--- config.mk ---
export PLATFORM = sky130hd
export DESIGN_NAME = sliding_correlator
export DESIGN_NICKNAME = d
export VERILOG_FILES = /design/src/rtl/core/slcorr_pkg.sv /design/src/rtl/core/slcorr_store.sv /design/src/rtl/core/slcorr_mac.sv /design/src/rtl/core/slcorr_ctrl.sv /design/src/rtl/core/sliding_correlator.sv
export VERILOG_INCLUDE_DIRS = /design/src /design/src/rtl/core
export SDC_FILE = /design/constraint.sdc
export NUM_CORES = 2
export LEC_CHECK = 0
export BUFFER_PORTS_ARGS = -buffer_cell sky130_fd_sc_hd__buf_4
export CORE_MARGIN = 1.5
export CORE_UTILIZATION = 48
export DETAILED_ROUTE_END_ITERATION = 10
export SLEW_MARGIN = 10
export SYNTH_ARGS = -nofsm -noshare
export SYNTH_HDL_FRONTEND = slang
export SYNTH_SLANG_ARGS = --single-unit
--- constraint.sdc ---
create_clock -name clk -period 12.7 [get_ports clk]
set_clock_uncertainty 0.2 [all_clocks]
set_input_delay 0 -clock clk [delete_from_list [all_inputs] [get_ports clk]]
set_output_delay 0 -clock clk [all_outputs]
set_load 0.05 [all_outputs]
--- src/rtl/core/sliding_correlator_macros.svh ---
// ----------------------------------------------------------------------------
// sliding_correlator_macros.svh
// Assertion macros used by the correlator top level.
// ----------------------------------------------------------------------------
`ifndef SLIDING_CORRELATOR_MACROS_SVH
`define SLIDING_CORRELATOR_MACROS_SVH

// Same-cycle implication, sampled on clk, off while arst_n is low.
`define SLC_ASSERT_SAME(label, ante, cons, msg) \
	label: assert property (@(posedge clk) disable iff (!arst_n) (ante) |-> (cons)) \
		else $error(msg);

// Next-cycle implication, sampled on clk, off while arst_n is low.
`define SLC_ASSERT_NEXT(label, ante, cons, msg) \
	label: assert property (@(posedge clk) disable iff (!arst_n) (ante) |=> (cons)) \
		else $error(msg);

`endif

--- src/rtl/core/slcorr_pkg.sv ---
// ----------------------------------------------------------------------------
// slcorr_pkg
// Operation codes, sequencer states and shared widths of the correlator.
// ----------------------------------------------------------------------------
package slcorr_pkg;

	localparam int CORR_BITS      = 38;
	localparam int NUM_TAPS_BITS  = 7;
	localparam int TAP_INDEX_BITS = 6;
	localparam int VALUE_BITS     = 16;

	localparam logic [NUM_TAPS_BITS-1:0] NUM_TAPS_RESET = 7'd64;

	// Code 3 is unused and ignored.
	typedef enum logic [1:0] {
		OP_WRITE   = 2'd0,
		OP_PUSH    = 2'd1,
		OP_RESTART = 2'd2
	} op_t;

	typedef enum logic [1:0] {
		ST_IDLE,
		ST_MAC,
		ST_DRAIN,
		ST_HOLD
	} state_t;

	// One tap step issued to the store and the multiply-accumulate pipe.
	typedef struct packed {
		logic issue;
		logic first;
		logic last;
	} mac_ctl_t;

endpackage

--- src/rtl/core/slcorr_store.sv ---
// ----------------------------------------------------------------------------
// slcorr_store
// Coefficient memory and circular sample history, one write and one
// registered read port each.
// ----------------------------------------------------------------------------
module slcorr_store import slcorr_pkg::*; #(
	parameter int MAX_TAPS    = 64,
	parameter int SAMPLE_BITS = 16,
	localparam int AW = (MAX_TAPS > 1) ? $clog2(MAX_TAPS) : 1
) (
	input  logic                   clk,
	input  logic                   coef_we,
	input  logic [AW-1:0]          coef_waddr,
	input  logic                   hist_we,
	input  logic [AW-1:0]          hist_waddr,
	input  logic [SAMPLE_BITS-1:0] wdata,
	input  mac_ctl_t               mac_ctl,
	input  logic [AW-1:0]          coef_raddr,
	input  logic [AW-1:0]          hist_raddr,
	output logic [SAMPLE_BITS-1:0] coef_s1,
	output logic [SAMPLE_BITS-1:0] hist_s1
);

	logic [SAMPLE_BITS-1:0] coef_mem [MAX_TAPS];
	logic [SAMPLE_BITS-1:0] hist_mem [MAX_TAPS];

	always_ff @(posedge clk) begin
		if (coef_we) begin
			coef_mem[coef_waddr] <= wdata;
		end
		if (mac_ctl.issue) begin
			coef_s1 <= coef_mem[coef_raddr];
		end
	end

	always_ff @(posedge clk) begin
		if (hist_we) begin
			hist_mem[hist_waddr] <= wdata;
		end
		if (mac_ctl.issue) begin
			hist_s1 <= hist_mem[hist_raddr];
		end
	end

endmodule

--- src/rtl/core/slcorr_mac.sv ---
// ----------------------------------------------------------------------------
// slcorr_mac
// Multiply-accumulate pipe: registered product, then a wrapping accumulator.
// ----------------------------------------------------------------------------
module slcorr_mac import slcorr_pkg::*; #(
	parameter int SAMPLE_BITS = 16
) (
	input  logic                        clk,
	input  logic                        arst_n,
	input  mac_ctl_t                    mac_ctl,
	input  logic [SAMPLE_BITS-1:0]      coef_s1,
	input  logic [SAMPLE_BITS-1:0]      hist_s1,
	output logic signed [CORR_BITS-1:0] acc_q,
	output logic                        done_q
);

	logic                              v_s1, first_s1, last_s1;
	logic                              v_s2, first_s2, last_s2;
	logic signed [2*SAMPLE_BITS-1:0]   prod_s2;
	logic signed [CORR_BITS-1:0]       prod_ext;

	// Control travels alongside the memory read and the product.
	always_ff @(posedge clk or negedge arst_n) begin
		if (!arst_n) begin
			v_s1   <= 1'b0;
			v_s2   <= 1'b0;
			done_q <= 1'b0;
		end else begin
			v_s1   <= mac_ctl.issue;
			v_s2   <= v_s1;
			done_q <= v_s2 && last_s2;
		end
	end

	always_ff @(posedge clk) begin
		first_s1 <= mac_ctl.first;
		last_s1  <= mac_ctl.last;
		first_s2 <= first_s1;
		last_s2  <= last_s1;
		if (v_s1) begin
			prod_s2 <= $signed(coef_s1) * $signed(hist_s1);
		end
	end

	// Sign-extend or wrap the product to the result width.
	assign prod_ext = CORR_BITS'(prod_s2);

	always_ff @(posedge clk) begin
		if (v_s2) begin
			acc_q <= first_s2 ? prod_ext : acc_q + prod_ext;
		end
	end

endmodule

--- src/rtl/core/slcorr_ctrl.sv ---
// ----------------------------------------------------------------------------
// slcorr_ctrl
// Beat decode, history pointer, fill count and tap sequencer.
// ----------------------------------------------------------------------------
module slcorr_ctrl import slcorr_pkg::*; #(
	parameter int MAX_TAPS    = 64,
	parameter int SAMPLE_BITS = 16,
	localparam int AW = (MAX_TAPS > 1) ? $clog2(MAX_TAPS) : 1,
	localparam int CW = $clog2(MAX_TAPS + 1)
) (
	input  logic                      clk,
	input  logic                      arst_n,
	input  logic                      in_valid,
	output logic                      in_stall,
	input  logic [1:0]                operation,
	input  logic [TAP_INDEX_BITS-1:0] tap_index,
	input  logic [SAMPLE_BITS-1:0]    sample,
	input  logic [NUM_TAPS_BITS-1:0]  num_taps,
	input  logic                      res_done,
	input  logic                      out_free,
	output logic                      coef_we,
	output logic [AW-1:0]             coef_waddr,
	output logic                      hist_we,
	output logic [AW-1:0]             hist_waddr,
	output logic [SAMPLE_BITS-1:0]    wdata,
	output logic [AW-1:0]             coef_raddr,
	output logic [AW-1:0]             hist_raddr,
	output mac_ctl_t                  mac_ctl,
	output logic                      load,
	output state_t                    state
);

	localparam int NW = (CW > NUM_TAPS_BITS) ? CW : NUM_TAPS_BITS;
	localparam int SW = $clog2(2 * MAX_TAPS) + 1;
	localparam logic [AW-1:0] LAST_PTR = AW'(MAX_TAPS - 1);
	localparam logic [CW-1:0] FULL     = CW'(MAX_TAPS);
	localparam logic [NW-1:0] MAX_N    = NW'(MAX_TAPS);
	localparam logic [SW-1:0] DEPTH    = SW'(MAX_TAPS);

	state_t          state_q, state_d;
	logic [AW-1:0]   wptr_q, wptr_nxt;
	logic [CW-1:0]   fill_q, fill_nxt;
	logic [CW-1:0]   k_q, n_q, n_c;
	logic [AW-1:0]   rd_q, start_addr;
	logic [SW-1:0]   start_sum;
	logic [NW-1:0]   num_ext;
	logic            accept, is_write, is_push, is_restart, start_run, last_issue;

	assign accept     = in_valid && (state_q == ST_IDLE);
	assign is_write   = accept && (operation == OP_WRITE);
	assign is_push    = accept && (operation == OP_PUSH);
	assign is_restart = accept && (operation == OP_RESTART);

	// Zero taps acts as one, anything past the memory depth as the full depth.
	assign num_ext = NW'(num_taps);
	always_comb begin
		if (num_taps == '0) begin
			n_c = CW'(1);
		end else if (num_ext > MAX_N) begin
			n_c = FULL;
		end else begin
			n_c = CW'(num_ext);
		end
	end

	assign wptr_nxt = (wptr_q == LAST_PTR) ? '0 : wptr_q + AW'(1);
	assign fill_nxt = (fill_q == FULL) ? fill_q : fill_q + CW'(1);

	// Oldest sample of the window sits n-1 entries behind the newest.
	always_comb begin
		start_sum = SW'(wptr_nxt) + DEPTH - SW'(n_c) + SW'(1);
		if (start_sum >= DEPTH) begin
			start_sum = start_sum - DEPTH;
		end
		start_addr = AW'(start_sum);
	end

	assign start_run  = is_push && (fill_nxt >= n_c);
	assign last_issue = (k_q == n_q - CW'(1));

	// Write ports and read addresses.
	assign coef_we    = is_write && (32'(tap_index) < MAX_TAPS);
	assign coef_waddr = AW'(tap_index);
	assign hist_we    = is_push;
	assign hist_waddr = wptr_nxt;
	assign wdata      = sample;
	assign coef_raddr = AW'(k_q);
	assign hist_raddr = rd_q;

	always_comb begin
		state_d = state_q;
		unique case (state_q)
			ST_IDLE:  if (start_run)  state_d = ST_MAC;
			ST_MAC:   if (last_issue) state_d = ST_DRAIN;
			ST_DRAIN: if (res_done)   state_d = ST_HOLD;
			ST_HOLD:  if (out_free)   state_d = ST_IDLE;
			default:  state_d = ST_IDLE;
		endcase
	end

	always_comb begin
		in_stall      = (state_q != ST_IDLE);
		mac_ctl.issue = (state_q == ST_MAC);
		mac_ctl.first = (k_q == '0);
		mac_ctl.last  = last_issue;
		load          = (state_q == ST_HOLD) && out_free;
		state         = state_q;
	end

	always_ff @(posedge clk or negedge arst_n) begin
		if (!arst_n) begin
			state_q <= ST_IDLE;
			wptr_q  <= '0;
			fill_q  <= '0;
			k_q     <= '0;
			n_q     <= CW'(1);
			rd_q    <= '0;
		end else begin
			state_q <= state_d;
			if (is_restart) begin
				fill_q <= '0;
			end
			if (is_push) begin
				wptr_q <= wptr_nxt;
				fill_q <= fill_nxt;
			end
			if (start_run) begin
				k_q  <= '0;
				n_q  <= n_c;
				rd_q <= start_addr;
			end else if (state_q == ST_MAC) begin
				k_q  <= k_q + CW'(1);
				rd_q <= (rd_q == LAST_PTR) ? '0 : rd_q + AW'(1);
			end
		end
	end

endmodule

--- src/rtl/core/sliding_correlator.sv ---
// ----------------------------------------------------------------------------
// sliding_correlator
// Sliding cross-correlation of a sample stream against stored coefficients.
// ----------------------------------------------------------------------------
//
//  channel   dir  handshake            payload
//  input     in   in_valid / in_stall  operation, tap_index, value
//  result    out  out_valid/out_stall  correlation
//  config    in   cfg_we               cfg_wdata (num_taps)
//
//  Writes, restarts and pushes that leave the window short never stall the input.
//  A push that completes an N-tap window stalls the input while the N tap reads
//  issue, the read, multiply and accumulate registers drain, and the sum is handed off.
//  arst_n clears control state only; the memories start undefined.
//  While an untaken beat sits in the output register, the next sum waits
//  in the accumulator and the input stays stalled.
//
`include "sliding_correlator_macros.svh"

module sliding_correlator import slcorr_pkg::*; #(
	parameter int MAX_TAPS    = 64,
	parameter int SAMPLE_BITS = 16
) (
	input  logic                        clk,
	input  logic                        arst_n,
	input  logic                        in_valid,
	output logic                        in_stall,
	input  logic [1:0]                  operation,
	input  logic [TAP_INDEX_BITS-1:0]   tap_index,
	input  logic signed [VALUE_BITS-1:0] value,
	output logic                        out_valid,
	input  logic                        out_stall,
	output logic signed [CORR_BITS-1:0] correlation,
	input  logic                        cfg_we,
	input  logic [NUM_TAPS_BITS-1:0]    cfg_wdata
);

	localparam int AW = (MAX_TAPS > 1) ? $clog2(MAX_TAPS) : 1;

	logic [NUM_TAPS_BITS-1:0]    num_taps_q;
	logic [SAMPLE_BITS-1:0]      sample;
	logic                        coef_we, hist_we, load, res_done, out_free;
	logic [AW-1:0]               coef_waddr, hist_waddr, coef_raddr, hist_raddr;
	logic [SAMPLE_BITS-1:0]      wdata, coef_s1, hist_s1;
	logic signed [CORR_BITS-1:0] acc_q;
	logic                        out_valid_q;
	logic signed [CORR_BITS-1:0] corr_q;
	mac_ctl_t                    mac_ctl;
	state_t                      state;

	// Tap count register; the user must write it only while the block is idle, the block does not enforce this.
	always_ff @(posedge clk or negedge arst_n) begin
		if (!arst_n) begin
			num_taps_q <= NUM_TAPS_RESET;
		end else if (cfg_we) begin
			num_taps_q <= cfg_wdata;
		end
	end

	// Take the low SAMPLE_BITS of the raw beat; the sign sits at the top bit.
	assign sample = SAMPLE_BITS'($unsigned(value));

	slcorr_ctrl #(
		.MAX_TAPS   (MAX_TAPS),
		.SAMPLE_BITS(SAMPLE_BITS)
	) u_ctrl (
		.clk       (clk),
		.arst_n    (arst_n),
		.in_valid  (in_valid),
		.in_stall  (in_stall),
		.operation (operation),
		.tap_index (tap_index),
		.sample    (sample),
		.num_taps  (num_taps_q),
		.res_done  (res_done),
		.out_free  (out_free),
		.coef_we   (coef_we),
		.coef_waddr(coef_waddr),
		.hist_we   (hist_we),
		.hist_waddr(hist_waddr),
		.wdata     (wdata),
		.coef_raddr(coef_raddr),
		.hist_raddr(hist_raddr),
		.mac_ctl   (mac_ctl),
		.load      (load),
		.state     (state)
	);

	slcorr_store #(
		.MAX_TAPS   (MAX_TAPS),
		.SAMPLE_BITS(SAMPLE_BITS)
	) u_store (
		.clk       (clk),
		.coef_we   (coef_we),
		.coef_waddr(coef_waddr),
		.hist_we   (hist_we),
		.hist_waddr(hist_waddr),
		.wdata     (wdata),
		.mac_ctl   (mac_ctl),
		.coef_raddr(coef_raddr),
		.hist_raddr(hist_raddr),
		.coef_s1   (coef_s1),
		.hist_s1   (hist_s1)
	);

	slcorr_mac #(
		.SAMPLE_BITS(SAMPLE_BITS)
	) u_mac (
		.clk    (clk),
		.arst_n (arst_n),
		.mac_ctl(mac_ctl),
		.coef_s1(coef_s1),
		.hist_s1(hist_s1),
		.acc_q  (acc_q),
		.done_q (res_done)
	);

	// Output register: free when empty or when its beat leaves this cycle.
	assign out_free = !out_valid_q || !out_stall;

	always_ff @(posedge clk or negedge arst_n) begin
		if (!arst_n) begin
			out_valid_q <= 1'b0;
		end else if (load) begin
			out_valid_q <= 1'b1;
		end else if (!out_stall) begin
			out_valid_q <= 1'b0;
		end
	end

	// Hold the sum until it is taken; load only into a free slot.
	always_ff @(posedge clk) begin
		if (load) begin
			corr_q <= acc_q;
		end
	end

	assign out_valid   = out_valid_q;
	assign correlation = corr_q;

	// Never overwrite a result that is still waiting.
	`SLC_ASSERT_SAME(a_load_free, load, !out_valid_q || !out_stall, "load into busy output")
	// The final accumulation lands only while the sequencer drains.
	`SLC_ASSERT_SAME(a_done_drain, res_done, state == ST_DRAIN, "sum done outside drain")
	// No tap step is issued while input beats are taken.
	`SLC_ASSERT_SAME(a_issue_stall, mac_ctl.issue, in_stall, "tap issued while accepting")
	// A loaded result shows up as valid in the next cycle.
	`SLC_ASSERT_NEXT(a_load_valid, load, out_valid, "loaded result not valid")

endmodule
==> results.txt <==
The via count of the first global-routing pass came to 49000. The share of synthesized registers carrying an async set or reset came out at 0.0206. Of all nets on the critical path, the largest fanout is 16. The number of nets in the layout is 5731. The setup-violating endpoint count in the final report came out at 0.

The number of cells on the worst hold path came out at 2. The required time of the critical path came out at 13060 ps. A synthesized cell averages 19.6 um^2. The final weighted congestion of routability-driven global placement came out at 0.834. The via density per instance is 5.84. CTS saw 2238 sinks. The tool flagged a number of max-cap violations equal to 0. The horizontal die dimension is 454 um. The cell at the slowest stage of the critical path is sky130_fd_sc_hd__fa_1. The post-route clock period utilization is 0.547. The flow ran to the end, and the final reports show no timing, DRC or antenna violations.

The final period demand of the worst path is 6940 ps. Timing analysis after detailed placement gives a worst setup slack of 5690 ps. The core box area is 202000 um^2. The number of hold violations in the final report came out at 0. The arrival time of data at the critical path endpoint came out at 7310 ps. The capture endpoint of the worst hold path is u_store.hist_mem[44][12]$_DFFE_PP_. The initial antenna violation count is 14. The register-to-register setup slack came out at 5760 ps. The cell sitting at the root of the clock tree is a sky130_fd_sc_hd__clkbuf_16.

The worst hold path belongs to the class in2reg. The endpoint of the lowest-slack register-to-register path is u_mac.prod_s2[30]$_DFFE_PP_. The number of vias in the routed layout is 47600.

TritonCTS built the clock tree. sky130_fd_sc_hd__edfxtp_1 is the most common cell in the netlist. The utilization of the core after routing is 0.544. The worst hold path begins at value[12].

The post-CTS repair timing setup buffer count is 0. STA classifies the critical path endpoint as a flip-flop. For the pin with the worst max-slew slack, the measured transition is 1220 ps. The biggest area contributor in the post-synthesis netlist is sky130_fd_sc_hd__edfxtp_1. The violation count after the first detailed-routing iteration is 5277. The worst slack on hold paths is 54.1 ps. The most used flip-flop cell after synthesis is sky130_fd_sc_hd__edfxtp_1.

Counting stages on the worst path, the most repeated cell is sky130_fd_sc_hd__fa_1. The die area is 206000 um^2. The area share of the leading cell type in the synthesized netlist is 0.674.

The number of buffers created by CTS came out at 223. The share of the Yosys chip area taken by registers is 0.687. The total wire length is 233000 um. The overall routing resource usage is 0.229. The count of buffers added on input and output ports is 75. The post-detailed-route wirelength per cell is 28.6 um. The initial utilization of the core area, before any placement, comes to 0.483. No sink is reached through more buffers than the 3 on the longest clock path. The H-tree depth came out at 4.

The achievable frequency came out at 144 MHz. In the synthesized netlist, the cells that appear most often are 2188 x sky130_fd_sc_hd__edfxtp_1, 666 x sky130_fd_sc_hd__mux4_2, 326 x sky130_fd_sc_hd__inv_1. The detail route stage leaves a number of antenna-violating nets equal to 0. The Yosys step of the flow raised 0 warnings.

The global-route wire length before repair is 340000 um. The count of pins on the block boundary came out at 76. In the final layout, the share of cells above drive strength 1 is 0.235. The placed wire-length estimate after detailed placement is 139000 um. The critical path launch point type is a flip-flop. The number of register bits inferred by synthesis is 2238. The number of cell rows is 165.

The y dimension of the die is 454 um. The number of cells produced by synthesis is 4959. Ranked by total cell area, the synthesized netlist is headed by sky130_fd_sc_hd__edfxtp_1 67%, sky130_fd_sc_hd__mux4_2 15%, sky130_fd_sc_hd__fa_1 5.4%. The post-route worst setup slack came out at 5760 ps. The critical path's largest stage delay came out at 800 ps. The startpoint identified for the worst register-to-register timing path is u_store.hist_s1[1]$_DFFE_PP_. The final-layout setup total negative slack came out at 0 ps. In this run the tightest slew margin relative to its limit is 0.182. Walking the worst path, the cells encountered are nand2_1, inv_1, fa_1, fa_1, fa_1, fa_1, fa_1, inv_1, fa_1, inv_1, ha_1, and4_1, nand4_1, o221ai_1, a221oi_1, a31oi_1, a211o_1, nor2_1, mux2i_1, nand3_1. The total congestion overflow came out at 0.

The clock latency on the worst-skew pair is 890 ps. The critical path in this run is classified as reg2reg. The number of nets in the synthesized netlist came out at 5406. The mapped netlist covers 97400 um^2.

The cell depth of the worst flop-to-flop path is 20. The number of enable flip-flop cells after synthesis is 2188. The number of DRC violations after detailed routing came out at 0. After clock tree synthesis, the clock-pin slew on the worst setup and hold paths is 60 ps. The post-synthesis cell type count came out at 73.

The iteration count of the initial detailed-routing pass is 5. The number of pins exceeding their max-slew limit in the final report is 0. Setup repair after global routing left no endpoint under its margin. Entering global routing, the biggest net connects 102 pins.

The growth of design area from synthesis to finish came out at 12.7%.
-- cell families (layout without fill, tap and decap cells) --
group	after synthesis	count (layout)	synth area share
AO/OA/AOI/OAI	277	277	0.0181
XOR/XNOR	95	95	0.00854
adder cells (fa/ha/maj)	411	411	0.0731
buffers and inverters	540	1054	0.0225
flip-flops	2238	2238	0.687
multiplexers	696	696	0.157
other	0	3	0
AND/OR/NAND/NOR	702	702	0.0336
-- placed cells by master (no fill, tap or decap), types with 18 or more instances in the layout --
cell type and instances:
sky130_fd_sc_hd__xnor2_1 58, sky130_fd_sc_hd__clkinv_1 45, sky130_fd_sc_hd__xor2_1 37, sky130_fd_sc_hd__inv_1 326
sky130_fd_sc_hd__nor2_1 204, sky130_fd_sc_hd__ha_1 146, sky130_fd_sc_hd__nand2b_1 18, sky130_fd_sc_hd__edfxtp_1 2188
sky130_fd_sc_hd__a21o_1 41, sky130_fd_sc_hd__clkinv_2 44, sky130_fd_sc_hd__buf_4 245, sky130_fd_sc_hd__fa_1 264
sky130_fd_sc_hd__nand3_1 39, sky130_fd_sc_hd__dlygate4sd3_1 61, sky130_fd_sc_hd__mux4_2 666, sky130_fd_sc_hd__clkbuf_1 48
sky130_fd_sc_hd__a21oi_1 64, sky130_fd_sc_hd__o21ai_0 38, sky130_fd_sc_hd__o21ai_1 40, sky130_fd_sc_hd__nand2_1 221
sky130_fd_sc_hd__bufinv_16 18, sky130_fd_sc_hd__clkbuf_16 226, sky130_fd_sc_hd__and2_1 129, sky130_fd_sc_hd__dfrtp_1 35
-- worst max-delay path, delay by kind of cell (launching register included) --
kind | cells | cell delay [ps]
mux | 1 | 200
simple gates | 5 | 790
buf+inv | 3 | 190
flops | 1 | 610
fa+ha+maj | 7 | 3640
compound gates | 4 | 1000
-- per-layer routing --
| layer | vias up | part of all wire | track usage |
|---|---|---|---|
| met4 | 4 | 0.028 | 0.0674 |
| met5 | - | 0.00012 | 0 |
| met2 | 1481 | 0.48 | 0.364 |
| met3 | 306 | 0.057 | 0.0318 |
| li1 | 20200 | - | - |
| met1 | 25600 | 0.43 | 0.334 |
-- sequential cells by signal (all words and copies together) (netlist names), 2 cells and up --
| name | flops |
|---|---|
| correlation | 38 |
| num_taps_q | 7 |
| u_ctrl.fill_q | 7 |
| u_ctrl.hist_raddr | 6 |
| u_ctrl.k_q | 7 |
| u_ctrl.n_q | 7 |
| u_ctrl.state | 2 |
| u_ctrl.wptr_q | 6 |
| u_mac.acc_q | 38 |
| u_mac.prod_s2 | 32 |
| u_store.coef_mem | 1024 |
| u_store.coef_s1 | 16 |
| u_store.hist_mem | 1024 |
| u_store.hist_s1 | 16 |
-- metrics by stage --
step | area (um^2) | std cells
3_3_place_gp | 102000 | 7665
2_1_floorplan | 97400 | 4959
5_1_grt | 110000 | 8145
4_1_cts | 110000 | 8145
6_report | 110000 | 8148
3_5_place_dp | 102000 | 7665
-- layout make-up --
type	instances	area, um^2
multi-input combinational	2181	28400
fill	15600	92100
inverter	327	1230
tap	2672	3340
sequential	2238	67000
clock buffer	283	5960
clock inverter	131	1370
timing repair buffer	313	2600
antenna	3	7.51
-- worst max-delay path by stage --
| stage | to | startpoint | slack, ps |
|---|---|---|---|
| floorplan | u_mac.prod_s2[30]$_DFFE_PP_ | u_store.coef_s1[15]$_DFFE_PP_ | 6320 |
| global placement | u_mac.prod_s2[30]$_DFFE_PP_ | u_store.coef_s1[15]$_DFFE_PP_ | 5810 |
| detailed placement | u_mac.prod_s2[30]$_DFFE_PP_ | u_store.coef_s1[15]$_DFFE_PP_ | 5690 |
| CTS | u_mac.prod_s2[30]$_DFFE_PP_ | u_store.hist_s1[1]$_DFFE_PP_ | 5690 |
| global route | u_mac.prod_s2[30]$_DFFE_PP_ | u_store.hist_s1[1]$_DFFE_PP_ | 5370 |
| finish | u_mac.prod_s2[30]$_DFFE_PP_ | u_store.hist_s1[1]$_DFFE_PP_ | 5760 |
-- timing repair --
item / CTS / global route
hold endpoints to repair: 2887 / 0
gates resized for setup: 0 / 0
hold buffers: 66 / 0
Power is not shown: default switching activity piles up to over one toggle a cycle in this logic, so the estimate is an artifact.
